==> config.mk <==
export PLATFORM = sky130hd
export DESIGN_NAME = gwcc_addr_pipe
export DESIGN_NICKNAME = d
export VERILOG_FILES = /design/src/gwcc_pkg.sv /design/src/gwcc_addr_pipe.sv
export SDC_FILE = /design/constraint.sdc
export NUM_CORES = 1
export LEC_CHECK = 0
export BUFFER_PORTS_ARGS = -buffer_cell sky130_fd_sc_hd__buf_2
export CORE_UTILIZATION = 57
export DETAILED_ROUTE_END_ITERATION = 8
export GPL_TIMING_DRIVEN = 0
export MAX_ROUTING_LAYER = met4
export PLACE_DENSITY = 0.81
export SYNTH_ARGS = -nofsm -noshare
export SYNTH_HDL_FRONTEND = slang
export SYNTH_SLANG_ARGS = --single-unit
export TNS_END_PERCENT = 100
==> constraint.sdc <==
create_clock -name clk -period 4.4 [get_ports clk]
set_input_delay 0.44 -clock clk [delete_from_list [all_inputs] [get_ports clk]]
set_output_delay 0.44 -clock clk [all_outputs]
set_load 0.03 [all_outputs]
==> src/gwcc_pkg.sv <==
// shared types and constants for the grid window collision check unit
// no dependencies; imported by every module of the unit
`default_nettype none

package gwcc_pkg;

  // doubled map coordinates, signed
  localparam int COORD_W = 13;

  // widths of fixed payload fields
  localparam int CELL_W  = 8;
  localparam int POS_W   = 10;
  localparam int INFL_W  = 4;
  localparam int DIMR_W  = 9;
  localparam int CFG_IDX_W = 2;

  // configuration register indexes
  localparam logic [CFG_IDX_W-1:0] CFG_MAP_WIDTH  = 2'd0;
  localparam logic [CFG_IDX_W-1:0] CFG_MAP_HEIGHT = 2'd1;
  localparam logic [CFG_IDX_W-1:0] CFG_INFLATION  = 2'd2;
  localparam logic [CFG_IDX_W-1:0] CFG_THRESHOLD  = 2'd3;

  // request modes
  localparam logic MODE_WRITE = 1'b0;
  localparam logic MODE_QUERY = 1'b1;

  // one grid access entering the address pipeline
  typedef struct packed {
    logic                      vld;
    logic                      wr;
    logic signed [COORD_W-1:0] dx;
    logic signed [COORD_W-1:0] dy;
    logic [CELL_W-1:0]         data;
  } gwcc_elem_t;

  // memory operation, already qualified by the in-map check
  typedef struct packed {
    logic rd;
    logic wr;
  } gwcc_memop_t;

  typedef enum logic [3:0] {
    ST_IDLE   = 4'b0001,
    ST_ISSUE  = 4'b0010,
    ST_DRAIN  = 4'b0100,
    ST_FINISH = 4'b1000
  } gwcc_state_t;

endpackage

`default_nettype wire

==> src/gwcc_addr_pipe.sv <==
// address pipeline: in-map check on doubled coordinates, row times width, add column
// depends on gwcc_pkg
`default_nettype none

module gwcc_addr_pipe
  import gwcc_pkg::*;
#(
  parameter int MAX_MAP_DIM = 256
) (
  input  wire logic                                         clk,
  input  wire logic                                         rst_n,
  input  wire gwcc_elem_t                                   elem,
  input  wire logic [$clog2(MAX_MAP_DIM+1)-1:0]             w_dim,
  input  wire logic [$clog2(MAX_MAP_DIM+1)-1:0]             h_dim,
  output logic                                              busy,
  output gwcc_memop_t                                       op,
  output logic [$clog2(MAX_MAP_DIM*MAX_MAP_DIM)-1:0]        addr,
  output logic [CELL_W-1:0]                                 wdata
);

  localparam int DW = $clog2(MAX_MAP_DIM + 1);
  localparam int IW = $clog2(MAX_MAP_DIM);
  localparam int AW = $clog2(MAX_MAP_DIM * MAX_MAP_DIM);

  logic signed [COORD_W-1:0] w2;
  logic signed [COORD_W-1:0] h2;
  logic                      in_map;

  logic              s1_vld_r;
  logic              s1_wr_r;
  logic              s1_in_r;
  logic [IW-1:0]     s1_row_r;
  logic [IW-1:0]     s1_col_r;
  logic [CELL_W-1:0] s1_data_r;

  logic [IW+DW-1:0]  prod;

  logic              s2_vld_r;
  logic              s2_wr_r;
  logic              s2_in_r;
  logic [AW-1:0]     s2_prod_r;
  logic [IW-1:0]     s2_col_r;
  logic [CELL_W-1:0] s2_data_r;

  // doubled dimensions
  assign w2 = $signed({{(COORD_W-DW-1){1'b0}}, w_dim, 1'b0});
  assign h2 = $signed({{(COORD_W-DW-1){1'b0}}, h_dim, 1'b0});

  assign in_map = !elem.dx[COORD_W-1] && (elem.dx < w2) &&
                  !elem.dy[COORD_W-1] && (elem.dy < h2);

  always_ff @(posedge clk) begin
    if (!rst_n) begin
      s1_vld_r <= 1'b0;
      s2_vld_r <= 1'b0;
    end else begin
      s1_vld_r <= elem.vld;
      s2_vld_r <= s1_vld_r;
    end
  end

  // halving a non-negative doubled coordinate is a shift
  always_ff @(posedge clk) begin
    s1_wr_r   <= elem.wr;
    s1_in_r   <= in_map;
    s1_row_r  <= elem.dy[IW:1];
    s1_col_r  <= elem.dx[IW:1];
    s1_data_r <= elem.data;
  end

  assign prod = s1_row_r * w_dim;

  always_ff @(posedge clk) begin
    s2_wr_r   <= s1_wr_r;
    s2_in_r   <= s1_in_r;
    s2_prod_r <= prod[AW-1:0];
    s2_col_r  <= s1_col_r;
    s2_data_r <= s1_data_r;
  end

  assign addr  = s2_prod_r + AW'(s2_col_r);
  assign wdata = s2_data_r;
  assign op.wr = s2_vld_r && s2_wr_r && s2_in_r;
  assign op.rd = s2_vld_r && !s2_wr_r && s2_in_r;
  assign busy  = s1_vld_r || s2_vld_r;

endmodule

`default_nettype wire

==> results.cfg <==
[finish]
fillers = 583
num-nets-final = 716
layout-drive-gt1-share_pct = 19.0
fin_util_pct = 68.8
syn2layout_area_growth_pct = 17.6
diodes = 0

[synthesis]
yosysSeqAreaShare_pct = 27.6
syn_area_sq_mm = 0.00450
synth_top_area_share_pct = 27.6
synth_cells = 468
synth.avg_cell_area_sq_um = 9.61
async_flop_share_pct = 0
synth-edff-count = 0
yosysWarningCount = 0
synth_area_leader_cell = dfxtp_1
yosysUniqueCellTypes = 39
syn_nets = 625
synthTopCellsByArea = dfxtp_1 28%, fa_1 19%, ha_1 16%, and2_1 7.8%, inv_1 7.3%
ys_ff_latch = 62
synth_ff_type = dfxtp_1

[clock_tree]
post_cts_buffers = 0
hold_buffers = 0
cts_tree = yes
cts.clk_slew.worst_paths_ns = 0.08
clockBufferDepth = 2
ctsResizeCount = 0
cts-root-buf = clkbuf_8
cts.sinks = 62
htreeDepth = 3
numCtsBuffers = 9
clk_latency_ns = 0.34

[power_and_ir_drop]
power_frac_comb_pct = 53.7
vdd.ir_drop.worst_uv = 268
netSwitchingFraction_pct = 42.5
leakagePower_nw = 2.75
power.internal_w = 0.00166
p_clk_share_pct = 21.8
powerDensity_mw_per_mm2 = 545
switchingPower_w = 0.00122
p_seq_share_pct = 24.4

[global_route]
grt_pass1_vias = 3447
grt_max_degree = 14
grt_pass1_wl_um = 15200
grt.overflow.total = 0
grt_usage_pct = 24.0
antenna_found_initial = 0

[critical_path]
worstSetupEndpointType = flop
worst-path-max-fanout = 9
required_ns = 4.62
start_kind = flop
crit_path_top_delay_cell = fa_1
cp_num_buf_inv = 2
arrival_ns = 4.49
crit_top_cell = fa_1
path_cells = and2_1 > fa_1 > fa_1 > fa_1 > inv_1 > fa_1 > inv_1 > ha_1 > a21oi_2 > nand2b_1 > o211ai_1 > nand2_1 > o311ai_1
cp_slowest_stage_delay_ns = 0.57
cp_top_family = adder cells
cp_num_cells = 13
reg2regPathDepth = 13
critPathKind = reg -> reg
r2r_slack_ns = 0.13

[routing]
ant_nets = 0
drc = 1
first_pass_iters = 6
detail_route.vias_per_cell = 5.12
routed_wl_um = 9000
wire_per_inst_um = 13.5
vias = 3412
drt_iter0_drc = 133

[sta]
post-route-min-period_ns = 4.27
slew_headroom_pct = 73.8
maxSlewViolCount = 0
fin_crit_sh_pct = 97.0
hold_viol = 0
fmax_mhz = 234
fin_hold_ws_ns = 0.191
setup_violations = 0
fin_skew_ns = 0.0107
worst_pin_slew_ns = 0.393
tns_ns = 0
rsz0062_at_grt = false

[die]
rows = 32
start_util_pct = 58.5
dieArea_sq_mm = 0.00825
dieWidth_um = 90.8
fp.dieH_um = 90.8
io_pins = 83
coreArea_sq_mm = 0.00769

[placed_design]
place.gp.congestion = 0.862
dp_hpwl_um = 7120
io_buffers = 80

[run]
drv_cap = 0

[hold_path]
hold_path_depth = 1
hold_path_class = in -> reg

[run_status]
violations = design-rule violations
outcome = finished with violations
cells in the final DEF, fill, tap and decap left out, types with 4 or more instances in the layout:
cell type	netlist	routed
nor3_1	4	4
dfxtp_1	62	57
o21ai_1	6	6
a21oi_1	17	16
inv_1	87	87
dfxtp_2	0	5
xnor2_1	18	18
o21ai_0	5	5
buf_2	1	81
nand2b_1	6	6
a21o_1	9	9
xor2_1	6	6
nand2_1	29	29
nor2_1	14	14
fa_1	42	42
nand3_1	6	6
a211oi_1	5	5
and2_1	56	56
nand4_1	4	4
clkbuf_8	0	9
ha_1	59	59
Yosys cell counts (9+ instances only):
cell and count:
a21o_1 9, a21oi_1 17, and2_1 56, dfxtp_1 62, fa_1 42, ha_1 59, inv_1 87, nand2_1 29
nor2_1 14, xnor2_1 18
metrics by stage:
step	worst slack (ns)	total power, W	instances	cell area, sq um
6_report	0.134	0.00288	666	5290
3_5_place_dp	-0.0296	0.00224	650	5030
4_1_cts	0.119	0.00289	666	5280
5_1_grt	0.0115	0.00310	666	5290
3_3_place_gp	0.0124	0.00218	650	5030
2_1_floorplan	0.464	0.00190	468	4500
cell type report:
class / instances / area, sq um / area share, %
plain buffers: 1 / 5.00 / 0.0947
clock buffers: 9 / 124 / 2.34
clock inverters: 7 / 128 / 2.41
inverters: 87 / 327 / 6.18
multi-input cells: 318 / 2930 / 55.4
flip-flops and latches: 62 / 1250 / 23.6
well taps: 102 / 128 / 2.41
repair buffers: 80 / 400 / 7.57
power groups by stage:
stage / combinational [W] / clock (W) / sequential (W)
final: 0.00155 / 0.000630 / 0.000704
after global routing: 0.00172 / 0.000664 / 0.000711
after CTS: 0.00154 / 0.000637 / 0.000704
after detailed placement: 0.00152 / 0 / 0.000717
after global placement: 0.00147 / 0 / 0.000713
after floorplan: 0.00118 / 0 / 0.000711
routing by layer:
layer | GRT usage [%] | vias to the layer above | part of all wire (%) | wire, um
li1 | - | 1690 | - | -
met5 | - | - | 0 | 0
met2 | 43.3 | 85 | 52 | 4690
met1 | 27.3 | 1625 | 43 | 3870
met3 | 4.21 | 12 | 3.6 | 326
met4 | 6.35 | 0 | 1.3 | 116
sequential cells by signal (all words and copies together) (netlist names):
signal     count
s1_col_r       8
s1_data_r      8
s1_in_r        1
s1_row_r       8
s1_vld_r       1
s1_wr_r        1
s2_col_r       8
s2_in_r        1
s2_prod_r     16
s2_vld_r       1
s2_wr_r        1
wdata          8
cell families (layout without fill, tap and decap cells):
| kind of cell | Yosys count | in the layout | share of synthesized area, % |
|---|---|---|---|
| AO/OA/AOI/OAI | 63 | 63 | 9.43 |
| XOR/XNOR | 24 | 24 | 4.67 |
| adder cells (fa/ha/maj) | 101 | 101 | 35.1 |
| buffers and inverters | 88 | 184 | 7.37 |
| flip-flops | 62 | 62 | 27.6 |
| multiplexers | 1 | 1 | 0.223 |
| AND/OR/NAND/NOR | 129 | 129 | 15.6 |
final timing paths:
path	start	end
max	s1_row_r[2]$_DFF_P_	s2_prod_r[13]$_DFF_P_
min	elem[1]	s1_data_r[1]$_DFF_P_
max reg2reg	s1_row_r[2]$_DFF_P_	s2_prod_r[13]$_DFF_P_
min reg2reg	s1_in_r$_DFF_P_	s2_in_r$_DFF_P_
worst register-to-register path, cell delays in order (launching register included):
cell and delay (ns):
dfxtp_1 0.51, and2_1 0.21, fa_1 0.43, fa_1 0.47
fa_1 0.57, inv_1 0.06, fa_1 0.53, inv_1 0.04
ha_1 0.38, a21oi_2 0.20, nand2b_1 0.08, o211ai_1 0.28
nand2_1 0.09, o311ai_1 0.29
No activity file was read; power rests on OpenSTA's default activity.
